==> src/design/cdc4s_pkg.sv <==
`timescale 1ns / 1ps
// shared types, constants and sigmoid table builder for the conv4 silu block
package cdc4s_pkg;

  localparam int unsigned TAPS = 4;
  localparam int unsigned WEIGHT_WIDTH = 16;
  localparam int unsigned RESULT_WIDTH = 16;
  localparam int unsigned CFG_INDEX_WIDTH = 2;

  typedef enum logic [CFG_INDEX_WIDTH-1:0] {
    CFG_WEIGHT_OLDEST = 2'd0,
    CFG_WEIGHT_SECOND = 2'd1,
    CFG_WEIGHT_THIRD  = 2'd2,
    CFG_WEIGHT_NEWEST = 2'd3
  } cfg_index_t;

  typedef logic [WEIGHT_WIDTH-1:0] weight_t;
  typedef weight_t [TAPS-1:0] weights_t;

  typedef struct packed {
    logic signed [RESULT_WIDTH-1:0] activated;
    logic                           clipped;
  } result_t;

  localparam logic [63:0] ONE_Q31 = 64'd1 << 31;

  // shift-subtract division, elaboration use only
  function automatic logic [63:0] udiv64(input logic [63:0] num, input logic [63:0] den);
    logic [63:0] q;
    logic [63:0] rem;
    q   = '0;
    rem = '0;
    for (int b = 63; b >= 0; b--) begin
      rem = {rem[62:0], num[b]};
      if (rem >= den) begin
        rem  = rem - den;
        q[b] = 1'b1;
      end
    end
    return q;
  endfunction

  // q0.16 sigmoid at the centre of bin i of n over [-8,8)
  function automatic logic [15:0] sig_entry(input int unsigned i, input int unsigned n);
    logic [63:0] off;
    logic [63:0] a;
    logic [63:0] u;
    logic [63:0] u2;
    logic [63:0] u3;
    logic [63:0] u4;
    logic [63:0] e;
    logic [63:0] num;
    logic [63:0] den;
    logic [63:0] r;
    logic        nonneg;
    off    = udiv64(((64'(i) << 1) + 64'd1) << 31, 64'(n));
    nonneg = off >= ONE_Q31;
    a      = nonneg ? off - ONE_Q31 : ONE_Q31 - off;
    u      = a >> 5;
    u2     = (u * u) >> 31;
    u3     = (u2 * u) >> 31;
    u4     = (u3 * u) >> 31;
    e      = ONE_Q31 - u + (u2 >> 1) - (u3 / 64'd6) + (u4 / 64'd24);
    for (int k = 0; k < 8; k++) begin
      e = ((e * e) + (ONE_Q31 >> 1)) >> 31;
    end
    num = nonneg ? ONE_Q31 : e;
    den = ONE_Q31 + e;
    r   = udiv64((num << 16) + (den >> 1), den);
    return (r > 64'd65535) ? 16'hffff : r[15:0];
  endfunction

endpackage

==> src/design/causal_depthwise_conv4_silu.sv <==
`timescale 1ns / 1ps
// top level: four-tap causal depthwise convolution with fixed-point silu
// throughput: one word per cycle, set by the credit between issue and the result queue
// each word runs through products, sum and round, index, table read, product, saturate
// reset: synchronous, clears weights, sample history and both queues
module causal_depthwise_conv4_silu
  import cdc4s_pkg::*;
#(
  parameter int unsigned SAMPLE_WIDTH    = 16,
  parameter int unsigned SIGMOID_ENTRIES = 256
) (
  input  logic                             clk,
  input  logic                             rst,
  input  logic                             push,
  output logic                             full,
  input  logic signed [SAMPLE_WIDTH-1:0]   sample,
  output logic                             empty,
  input  logic                             pop,
  output logic signed [RESULT_WIDTH-1:0]   activated,
  output logic                             clipped,
  input  logic                             cfg_wen,
  input  logic [CFG_INDEX_WIDTH-1:0]       cfg_index,
  input  logic [WEIGHT_WIDTH-1:0]          cfg_data
);

  typedef logic [4*SAMPLE_WIDTH-1:0] taps_t;

  weights_t weights;
  taps_t    taps_in;
  taps_t    taps_out;
  logic     taps_push;
  logic     taps_full;
  logic     taps_empty;
  logic     taps_pop;

  always_ff @(posedge clk) begin
    if (rst) begin
      weights <= '0;
    end else if (cfg_wen) begin
      case (cfg_index_t'(cfg_index))
        CFG_WEIGHT_OLDEST: weights[CFG_WEIGHT_OLDEST] <= cfg_data;
        CFG_WEIGHT_SECOND: weights[CFG_WEIGHT_SECOND] <= cfg_data;
        CFG_WEIGHT_THIRD:  weights[CFG_WEIGHT_THIRD]  <= cfg_data;
        CFG_WEIGHT_NEWEST: weights[CFG_WEIGHT_NEWEST] <= cfg_data;
        default:           weights <= weights;
      endcase
    end
  end

  cdc4s_front #(
    .SAMPLE_WIDTH(SAMPLE_WIDTH)
  ) u_front (
    .clk      (clk),
    .rst      (rst),
    .push     (push),
    .sample   (sample),
    .full     (full),
    .taps_push(taps_push),
    .taps     (taps_in),
    .taps_full(taps_full)
  );

  cdc4s_fifo #(
    .item_t(taps_t),
    .DEPTH (2)
  ) u_mid_q (
    .clk  (clk),
    .rst  (rst),
    .push (taps_push),
    .din  (taps_in),
    .full (taps_full),
    .pop  (taps_pop),
    .dout (taps_out),
    .empty(taps_empty)
  );

  cdc4s_back #(
    .SAMPLE_WIDTH   (SAMPLE_WIDTH),
    .SIGMOID_ENTRIES(SIGMOID_ENTRIES),
    .OUT_DEPTH      (8)
  ) u_back (
    .clk       (clk),
    .rst       (rst),
    .weights   (weights),
    .taps      (taps_out),
    .taps_empty(taps_empty),
    .taps_pop  (taps_pop),
    .activated (activated),
    .clipped   (clipped),
    .empty     (empty),
    .pop       (pop)
  );

endmodule

==> src/design/cdc4s_fifo.sv <==
`timescale 1ns / 1ps
// small register queue used between and after the front and back parts
module cdc4s_fifo #(
  parameter type item_t = logic [7:0],
  parameter int unsigned DEPTH = 2
) (
  input  logic  clk,
  input  logic  rst,
  input  logic  push,
  input  item_t din,
  output logic  full,
  input  logic  pop,
  output item_t dout,
  output logic  empty
);

  localparam int unsigned PW = (DEPTH > 1) ? $clog2(DEPTH) : 1;
  localparam int unsigned CW = $clog2(DEPTH + 1);

  item_t         mem [DEPTH];
  logic [PW-1:0] wr_ptr;
  logic [PW-1:0] rd_ptr;
  logic [CW-1:0] count;
  logic          do_push;
  logic          do_pop;

  assign full    = count == CW'(DEPTH);
  assign empty   = count == '0;
  assign do_push = push && !full;
  assign do_pop  = pop && !empty;
  assign dout    = mem[rd_ptr];

  always_ff @(posedge clk) begin
    if (rst) begin
      wr_ptr <= '0;
      rd_ptr <= '0;
      count  <= '0;
    end else begin
      if (do_push) begin
        wr_ptr <= (wr_ptr == PW'(DEPTH - 1)) ? '0 : wr_ptr + PW'(1);
      end
      if (do_pop) begin
        rd_ptr <= (rd_ptr == PW'(DEPTH - 1)) ? '0 : rd_ptr + PW'(1);
      end
      count <= count + CW'(do_push) - CW'(do_pop);
    end
  end

  always_ff @(posedge clk) begin
    if (do_push) begin
      mem[wr_ptr] <= din;
    end
  end

endmodule

==> src/design/cdc4s_front.sv <==
`timescale 1ns / 1ps
// front part: takes samples, keeps the three previous ones, forms tap words
module cdc4s_front #(
  parameter int unsigned SAMPLE_WIDTH = 16
) (
  input  logic                         clk,
  input  logic                         rst,
  input  logic                         push,
  input  logic signed [SAMPLE_WIDTH-1:0] sample,
  output logic                         full,
  output logic                         taps_push,
  output logic [4*SAMPLE_WIDTH-1:0]    taps,
  input  logic                         taps_full
);

  logic [SAMPLE_WIDTH-1:0] history [3];
  logic                    accept;

  assign full      = taps_full;
  assign accept    = push && !taps_full;
  assign taps_push = accept;
  // oldest in the low slice
  assign taps      = {sample, history[2], history[1], history[0]};

  always_ff @(posedge clk) begin
    if (rst) begin
      history[0] <= '0;
      history[1] <= '0;
      history[2] <= '0;
    end else if (accept) begin
      history[0] <= history[1];
      history[1] <= history[2];
      history[2] <= sample;
    end
  end

endmodule

==> src/design/cdc4s_back.sv <==
`timescale 1ns / 1ps
// back part: dot product, rounding, sigmoid lookup, product and saturation
module cdc4s_back
  import cdc4s_pkg::*;
#(
  parameter int unsigned SAMPLE_WIDTH    = 16,
  parameter int unsigned SIGMOID_ENTRIES = 256,
  parameter int unsigned OUT_DEPTH       = 8
) (
  input  logic                             clk,
  input  logic                             rst,
  input  weights_t                         weights,
  input  logic [4*SAMPLE_WIDTH-1:0]        taps,
  input  logic                             taps_empty,
  output logic                             taps_pop,
  output logic signed [RESULT_WIDTH-1:0]   activated,
  output logic                             clipped,
  output logic                             empty,
  input  logic                             pop
);

  localparam int unsigned W   = SAMPLE_WIDTH;
  localparam int unsigned PRW = W + WEIGHT_WIDTH;
  localparam int unsigned AW  = W + 18;
  localparam int unsigned SW  = W + 4;
  localparam int unsigned SXW = (SW > 17) ? SW : 17;
  localparam int unsigned IW  = $clog2(SIGMOID_ENTRIES);
  localparam int unsigned MW  = SW + 17;
  localparam int unsigned RW  = W + 5;
  localparam int unsigned RXW = (RW > 17) ? RW : 17;
  localparam int unsigned OCW = $clog2(OUT_DEPTH + 1);

  logic [15:0] sig_rom [SIGMOID_ENTRIES];

  for (genvar i = 0; i < SIGMOID_ENTRIES; i++) begin : g_rom
    assign sig_rom[i] = sig_entry(i, SIGMOID_ENTRIES);
  end

  logic                  v1, v2, v3, v4, v5;
  logic signed [PRW-1:0] prod1 [TAPS];
  logic signed [SW-1:0]  s2, s3, s4;
  logic [IW-1:0]         idx3;
  logic [15:0]           sig4;
  logic signed [MW-1:0]  p5;
  logic [OCW-1:0]        occ;
  logic                  issue;
  logic                  out_pop;
  logic                  out_empty;

  logic signed [AW-1:0]  acc;
  logic signed [AW-1:0]  acc_rnd;
  logic signed [SXW-1:0] s_ext;
  logic [15:0]           c16;
  logic [16+IW:0]        idx_mul;
  logic signed [MW-1:0]  p_rnd;
  logic signed [RW-1:0]  r;
  logic signed [RXW-1:0] r_ext;
  result_t               res;
  result_t               out_word;

  // credit: queue entries plus words in flight
  assign issue    = !taps_empty && (occ < OCW'(OUT_DEPTH));
  assign taps_pop = issue;
  assign out_pop  = pop && !out_empty;

  always_ff @(posedge clk) begin
    if (rst) begin
      occ <= '0;
      v1  <= 1'b0;
      v2  <= 1'b0;
      v3  <= 1'b0;
      v4  <= 1'b0;
      v5  <= 1'b0;
    end else begin
      occ <= occ + OCW'(issue) - OCW'(out_pop);
      v1  <= issue;
      v2  <= v1;
      v3  <= v2;
      v4  <= v3;
      v5  <= v4;
    end
  end

  always_comb begin
    acc = '0;
    for (int k = 0; k < TAPS; k++) begin
      acc = acc + AW'(prod1[k]);
    end
    acc_rnd = acc + AW'(1 << 13);
  end

  always_comb begin
    s_ext = SXW'(s2);
    if (s_ext > SXW'(32767)) begin
      c16 = 16'h7fff;
    end else if (s_ext < -SXW'(32768)) begin
      c16 = 16'h8000;
    end else begin
      c16 = s_ext[15:0];
    end
    idx_mul = {~c16[15], c16[14:0]} * (IW + 1)'(SIGMOID_ENTRIES);
  end

  always_comb begin
    p_rnd = p5 + MW'(1 << 15);
    r     = p_rnd[MW-1:16];
    r_ext = RXW'(r);
    res.clipped = 1'b0;
    if (r_ext > RXW'(32767)) begin
      res.activated = 16'sh7fff;
      res.clipped   = 1'b1;
    end else if (r_ext < -RXW'(32768)) begin
      res.activated = -16'sh8000;
      res.clipped   = 1'b1;
    end else begin
      res.activated = r_ext[15:0];
    end
  end

  always_ff @(posedge clk) begin
    for (int k = 0; k < TAPS; k++) begin
      prod1[k] <= $signed(taps[k*W +: W]) * $signed(weights[k]);
    end
    s2   <= acc_rnd[AW-1:14];
    s3   <= s2;
    idx3 <= idx_mul[16 +: IW];
    s4   <= s3;
    sig4 <= sig_rom[idx3];
    p5   <= s4 * $signed({1'b0, sig4});
  end

  cdc4s_fifo #(
    .item_t(result_t),
    .DEPTH (OUT_DEPTH)
  ) u_out_q (
    .clk  (clk),
    .rst  (rst),
    .push (v5),
    .din  (res),
    .full (),
    .pop  (pop),
    .dout (out_word),
    .empty(out_empty)
  );

  assign empty     = out_empty;
  assign activated = out_word.activated;
  assign clipped   = out_word.clipped;

endmodule

==> config.mk <==
export PLATFORM = sky130hd
export DESIGN_NAME = causal_depthwise_conv4_silu
export DESIGN_NICKNAME = d
export VERILOG_FILES = /design/src/design/cdc4s_pkg.sv /design/src/design/causal_depthwise_conv4_silu.sv /design/src/design/cdc4s_fifo.sv /design/src/design/cdc4s_front.sv /design/src/design/cdc4s_back.sv
export SDC_FILE = /design/constraint.sdc
export NUM_CORES = 2
export LEC_CHECK = 0
export BUFFER_PORTS_ARGS = -buffer_cell sky130_fd_sc_hd__buf_2
export CORE_ASPECT_RATIO = 0.9
export CORE_MARGIN = 3
export CORE_UTILIZATION = 50
export CTS_CLUSTER_SIZE = 8
export DETAILED_ROUTE_END_ITERATION = 12
export HOLD_SLACK_MARGIN = 0.03
export PLACE_DENSITY = 0.68
export SYNTH_ARGS = -nofsm -noshare
export SYNTH_HDL_FRONTEND = slang
export SYNTH_HIERARCHICAL = 1
export SYNTH_SLANG_ARGS = --single-unit
==> constraint.sdc <==
create_clock -name clk -period 8.8 [get_ports clk]
set_clock_uncertainty 0.05 [all_clocks]
set_input_delay 2.64 -clock clk [delete_from_list [all_inputs] [get_ports clk]]
set_output_delay 2.64 -clock clk [all_outputs]
set_load 0.1 [all_outputs]
# After elaboration in Yosys (flattened, before gate mapping)
# Memory sizes are Yosys's and may differ from the RTL's. A register that Yosys moved wholly into a read port is not among the register bits.
# Index checks and enable logic that the tools add are counted.
[word_totals]
register_bits = 192
latchBits = 0
ram_bits = 440
mem_bits_ro = 4096
inputBits = 39
n_memories = 5
[classes]
addsub = 15
mul = 5
div_mod_pow = 0
magnitude_cmp = 5
n_eq_ne = 7
shifts = 0
mux = 25
bitwise_logic = 5
reduce_logical = 17
[memory_table]
columns = ["memory", "depth", "word_bits", "rd", "rd_ports_with_merged_regs", "wr", "line", "text"]
rows = [
  ["(name not given)", 256, 16, 1, 1, 0, "cdc4s_back.sv:128", "sig4 <= sig_rom[idx3];"],
  ["u_back.u_out_q.mem", 8, 17, 1, 1, 1, "cdc4s_fifo.sv:20", "item_t mem [DEPTH];"],
  ["u_back.prod1", 4, 32, 4, 0, 4, "cdc4s_back.sv:40", "logic signed [PRW-1:0] prod1 [TAPS];"],
  ["u_mid_q.mem", 2, 64, 1, 1, 1, "cdc4s_fifo.sv:20", ""],
  ["u_front.history", 3, 16, 3, 0, 3, "cdc4s_front.sv:16", "logic [SAMPLE_WIDTH-1:0] history [3];"],
]
[op_table]
columns = ["operator", "count"]
rows = [
  ["$mul 16x16->32", 4],
  ["$mux 16", 6],
  ["$add 37x17->37 const B", 1],
  ["$mul 20x17->37", 1],
  ["$add 33x32->34", 1],
  ["$add 34x15->34 const B", 1],
  ["$add 34x32->34", 1],
  ["$add 32x32->33", 1],
  ["$gt 21x16->1 const B", 1],
  ["$lt 21x16->1 const B", 1],
  ["$gt 20x16->1 const B", 1],
  ["$lt 20x16->1 const B", 1],
  ["$mux 17", 1],
  ["$mux 1", 14],
  ["$mux 3", 4],
  ["$not 8->9", 1],
  ["$add 4x1->4", 2],
  ["$reduce_and 2->1", 4],
  ["$sub 4x1->4", 2],
  ["$add 3x1->3 const B", 2],
  ["$eq 2x2->1 const B", 3],
  ["$eq 3x3->1 const B", 2],
  ["$logic_and 1x1->1", 6],
  ["$eq 4x4->1 const B", 1],
  ["other kinds (10)", 17],
]

# Depth between registers and ports, before layout
[depth]
depth_word = 7
mapped_depth = 27

# By module
# Netlist, hierarchy kept.
[modules_own_cells]
columns = ["module", "instances", "cells_each", "area_per_inst_um2", "seq_area_each_um2"]
rows = [
  ["cdc4s_back", 1, 6830, 62551.2, 4864.7],
  ["cdc4s_fifo at u_back.u_out_q", 1, 276, 5883.1, 4344.2],
  ["cdc4s_fifo at u_mid_q", 1, 226, 4848.4, 3943.8],
  ["causal_depthwise_conv4_silu", 1, 229, 2549.9, 1281.2],
  ["cdc4s_front", 1, 121, 1934.4, 1441.4],
]

# Worst setup path before layout
# OpenSTA, ideal clock, no wires.
[synth_path]
path_type = "register -> register"
start = "register with a tool-made name"
end = "memory u_back/prod1[3][31] in the netlist's numbering"
setup_ns = 0.072
arrival_ns = 6.796
slack_ns = 1.881
path_stages_with_launch = 25
path_buffers = 3
synth_period_minus_slack_ns = 6.919
cell_sequence = "dfxtp_1 buf_2 buf_4 mux2_2 clkbuf_1 nand2_1 inv_1 fa_1 fa_1 fa_1 fa_1 fa_1 inv_1 fa_1 inv_1 ha_1 a21o_1 a21o_1 a21oi_1 o21ai_0 and2_1 a2111o_1 a31o_2 a21oi_1 xnor2_1"
[synth_rtl]
columns = ["item", "line"]
rows = [
  ["to (decl)", "cdc4s_back.sv:40"],
]

==> results.toml <==
[routing]
drt_wl_total_um = 207000
ant_nets = 0
route.vias.total = 53300
dr.pass1.iters = 6
wire_per_inst_um = 21.3
first_iter_violations = 4845
post_drt_via_cell_ratio = 5.50
drc = 0

[final_layout]
design_area_um2 = 82600
drive_above_1_share_pct = 4.86
area_growth_pct = 6.19
nets = 9556
fin_util_pct = 53.7

[status]
status = "finished clean"

[synth]
syn_nets = 9669
synth_top_area_share_pct = 36.9
syn_avg_cell_area_um2 = 10.1
ys_types = 91
synth_cells = 7682
ys.flop_type = "dfxtp_1"
syn_area_um2 = 77800
synth_edf_count = 312
yosys.area.top_type = "fa_1"
yosysSeqAreaShare_pct = 20.4
yosys-top-cells-area = "fa_1 37%, edfxtp_1 12%, dfxtp_1 8.4%"
yosys_warnings = 6
synth-async-reset-ratio_pct = 0
ys_ff_latch = 637

[sta]
setup_violations = 0
timing.final.ws_setup_ns = 0.679
drv_slew = 0
final_hold_viol_count = 0
tns_ns = 0
timing.fmax_mhz = 123
fin_crit_sh_pct = 92.3
relSlewSlack_pct = 12.2
min_period_ns = 8.12
tightest_slew_ns = 1.28
grt_setup_unrepaired = "false"

[global_routing]
grt_pass1_wl_um = 330000
antenna_found_initial = 4
grt_pass1_vias = 57200
grt_overflow_total = 0
grt_start_max_net_pins = 83
track_usage_pct = 26.3

[floorplanning]
top_level_ports = 58
core_area_um2 = 154000
rows = 136
die_w_um = 422
die_area_um2 = 160000
start_util_pct = 50.6
die_h_um = 380

[run]
max_cap_violations = 0

[critical_path]
path_class = "reg2reg"
cp.arrival_ns = 8.67
path_max_fanout = 21
startpoint_type = "register"
crit_required_ns = 9.35
endpoint_kind = "register"

[clocking]
hold_buffers = 0
cts_tree = "yes"
clk-insertion-delay-late_ns = 0.71
ctsHtreeMaxLevel = 3
path_clk_slew_ns = 0.06
cts_setup_buffers = 0
cts_max_path_buffers = 3
cts-root-buf = "clkbuf_16"
cts_resized = 0
numCtsBuffers = 91
clock_sinks = 637

[placed_design]
place_area_um2 = 79800
port_buffers = 57
place_ws_ns = 0.906
gp_congestion = 0.924
dp_hpwl_um = 160000

[hold_path]
hold_path.class = "reg2reg"
-- sequential cells by signal (all words and copies together) (netlist names), 4 cells and up, named ones only --
name / flops
u_mid_q/mem: 128
u_back/u_out_q/mem: 136
u_back/prod1: 128
u_back/s4: 20
u_back/u_out_q/count: 4
u_back/idx3: 8
u_back/sig4: 16
u_back/s2: 20
weights: 64
u_back/occ: 4
u_back/p5: 22
u_back/s3: 20
u_front/history: 48
-- cell families (layout without fill, tap and decap cells) --
group	Yosys count	in the layout	synth area share [%]
simple gates	2109	2109	13.5
fa+ha+maj	1948	1948	45.2
buf+inv	1857	1806	9.18
compound gates	745	745	6.18
flops	637	637	20.4
xor+xnor	201	201	2.26
mux	185	185	3.24
other cells	0	6	0
-- final cells by class --
cell class,count,area (um^2)
Tap cell,2070,2590
Clock buffer,147,2550
Sequential cell,637,15900
Multi-Input combinational cell,5188,54800
Timing Repair Buffer,124,801
Inverter,1527,5730
Clock inverter,8,213
Antenna cell,6,15.0
Fill cell,13400,71100
-- final timing paths --
path	slack [ns]	cells after the start	end	startpoint
max	0.68	23	u_back/prod1[1][30]$_DFF_P_	register
min	0.27	0	u_back/s3[7]$_DFF_P_	u_back/s2[7]$_DFF_P_
max reg2reg	0.68	23	u_back/prod1[1][30]$_DFF_P_	register
min reg2reg	0.27	0	u_back/s3[7]$_DFF_P_	u_back/s2[7]$_DFF_P_
-- cell usage after synthesis, drive strengths merged (38+ instances only) --
| cell | instances |
|---|---|
| inv | 1524 |
| ha | 515 |
| nand2 | 800 |
| dfxtp | 325 |
| nor2 | 230 |
| a21oi | 217 |
| buf | 68 |
| fa | 1433 |
| mux2i | 66 |
| mux4 | 38 |
| nand2b | 120 |
| edfxtp | 312 |
| xnor2 | 145 |
| o21ai | 165 |
| nand3 | 65 |
| nor3 | 68 |
| and2 | 686 |
| mux2 | 81 |
| xor2 | 56 |
| a21o | 71 |
| clkbuf | 262 |
-- through the flow --
stage | hold slack (ns) | std cells
finish | 0.271 | 9707
global route | 0.269 | 9701
CTS | 0.272 | 9701
detailed placement | 0.263 | 9546
global placement | 0.261 | 9546
floorplan | 0.260 | 7682
-- critical path, stage by stage, from the launching register on --
cell	delay, ns
dfxtp_2	0.84
buf_12	0.25
mux2_2	0.50
and2_1	0.24
fa_1	0.53
inv_1	0.05
fa_1	0.46
fa_1	0.53
inv_1	0.06
fa_1	0.50
fa_1	0.50
inv_1	0.05
fa_1	0.47
inv_1	0.04
ha_1	0.38
and4_1	0.30
nand3_1	0.09
nor3_1	0.23
o31ai_1	0.14
o311ai_0	0.92
o221a_2	0.41
a211oi_1	0.09
o21bai_1	0.19
xor2_1	0.16
-- metal layers --
| metal | vias to the layer above | GRT usage, % | part of all wire (%) | routed length [um] |
|---|---|---|---|---|
| met5 | - | 0 | 0.0087 | 18 |
| met4 | 4 | 7.32 | 2.9 | 5910 |
| met3 | 331 | 5.34 | 9.1 | 18800 |
| met2 | 2268 | 40.1 | 44 | 91500 |
| met1 | 27200 | 38.4 | 44 | 90400 |
| li1 | 23600 | - | - | - |
-- cell usage in the layout, fill, tap and decap left out, types with 14 or more instances in the layout --
cell type / count
xor2_1: 56
o21bai_1: 24
mux2i_1: 66
buf_2: 57
a21o_1: 71
fa_1: 1433
o211ai_1: 31
nor3_1: 63
ha_1: 515
nor2_1: 230
nand2b_1: 119
and2_1: 686
mux4_1: 24
nand4_1: 21
inv_1: 1522
or3_1: 16
and3_1: 20
edfxtp_1: 312
o31ai_1: 19
nand3_1: 64
nand2_1: 800
a21oi_1: 215
nor2b_1: 30
clkbuf_16: 92
clkbuf_1: 51
a31oi_1: 37
o21a_1: 29
mux4_2: 14
dfxtp_1: 320
a211oi_1: 29
buf_4: 66
mux2_2: 81
o21ai_0: 164
xnor2_1: 145
Power is not shown: default switching activity piles up to over one toggle a cycle in this logic, so the estimate is an artifact.
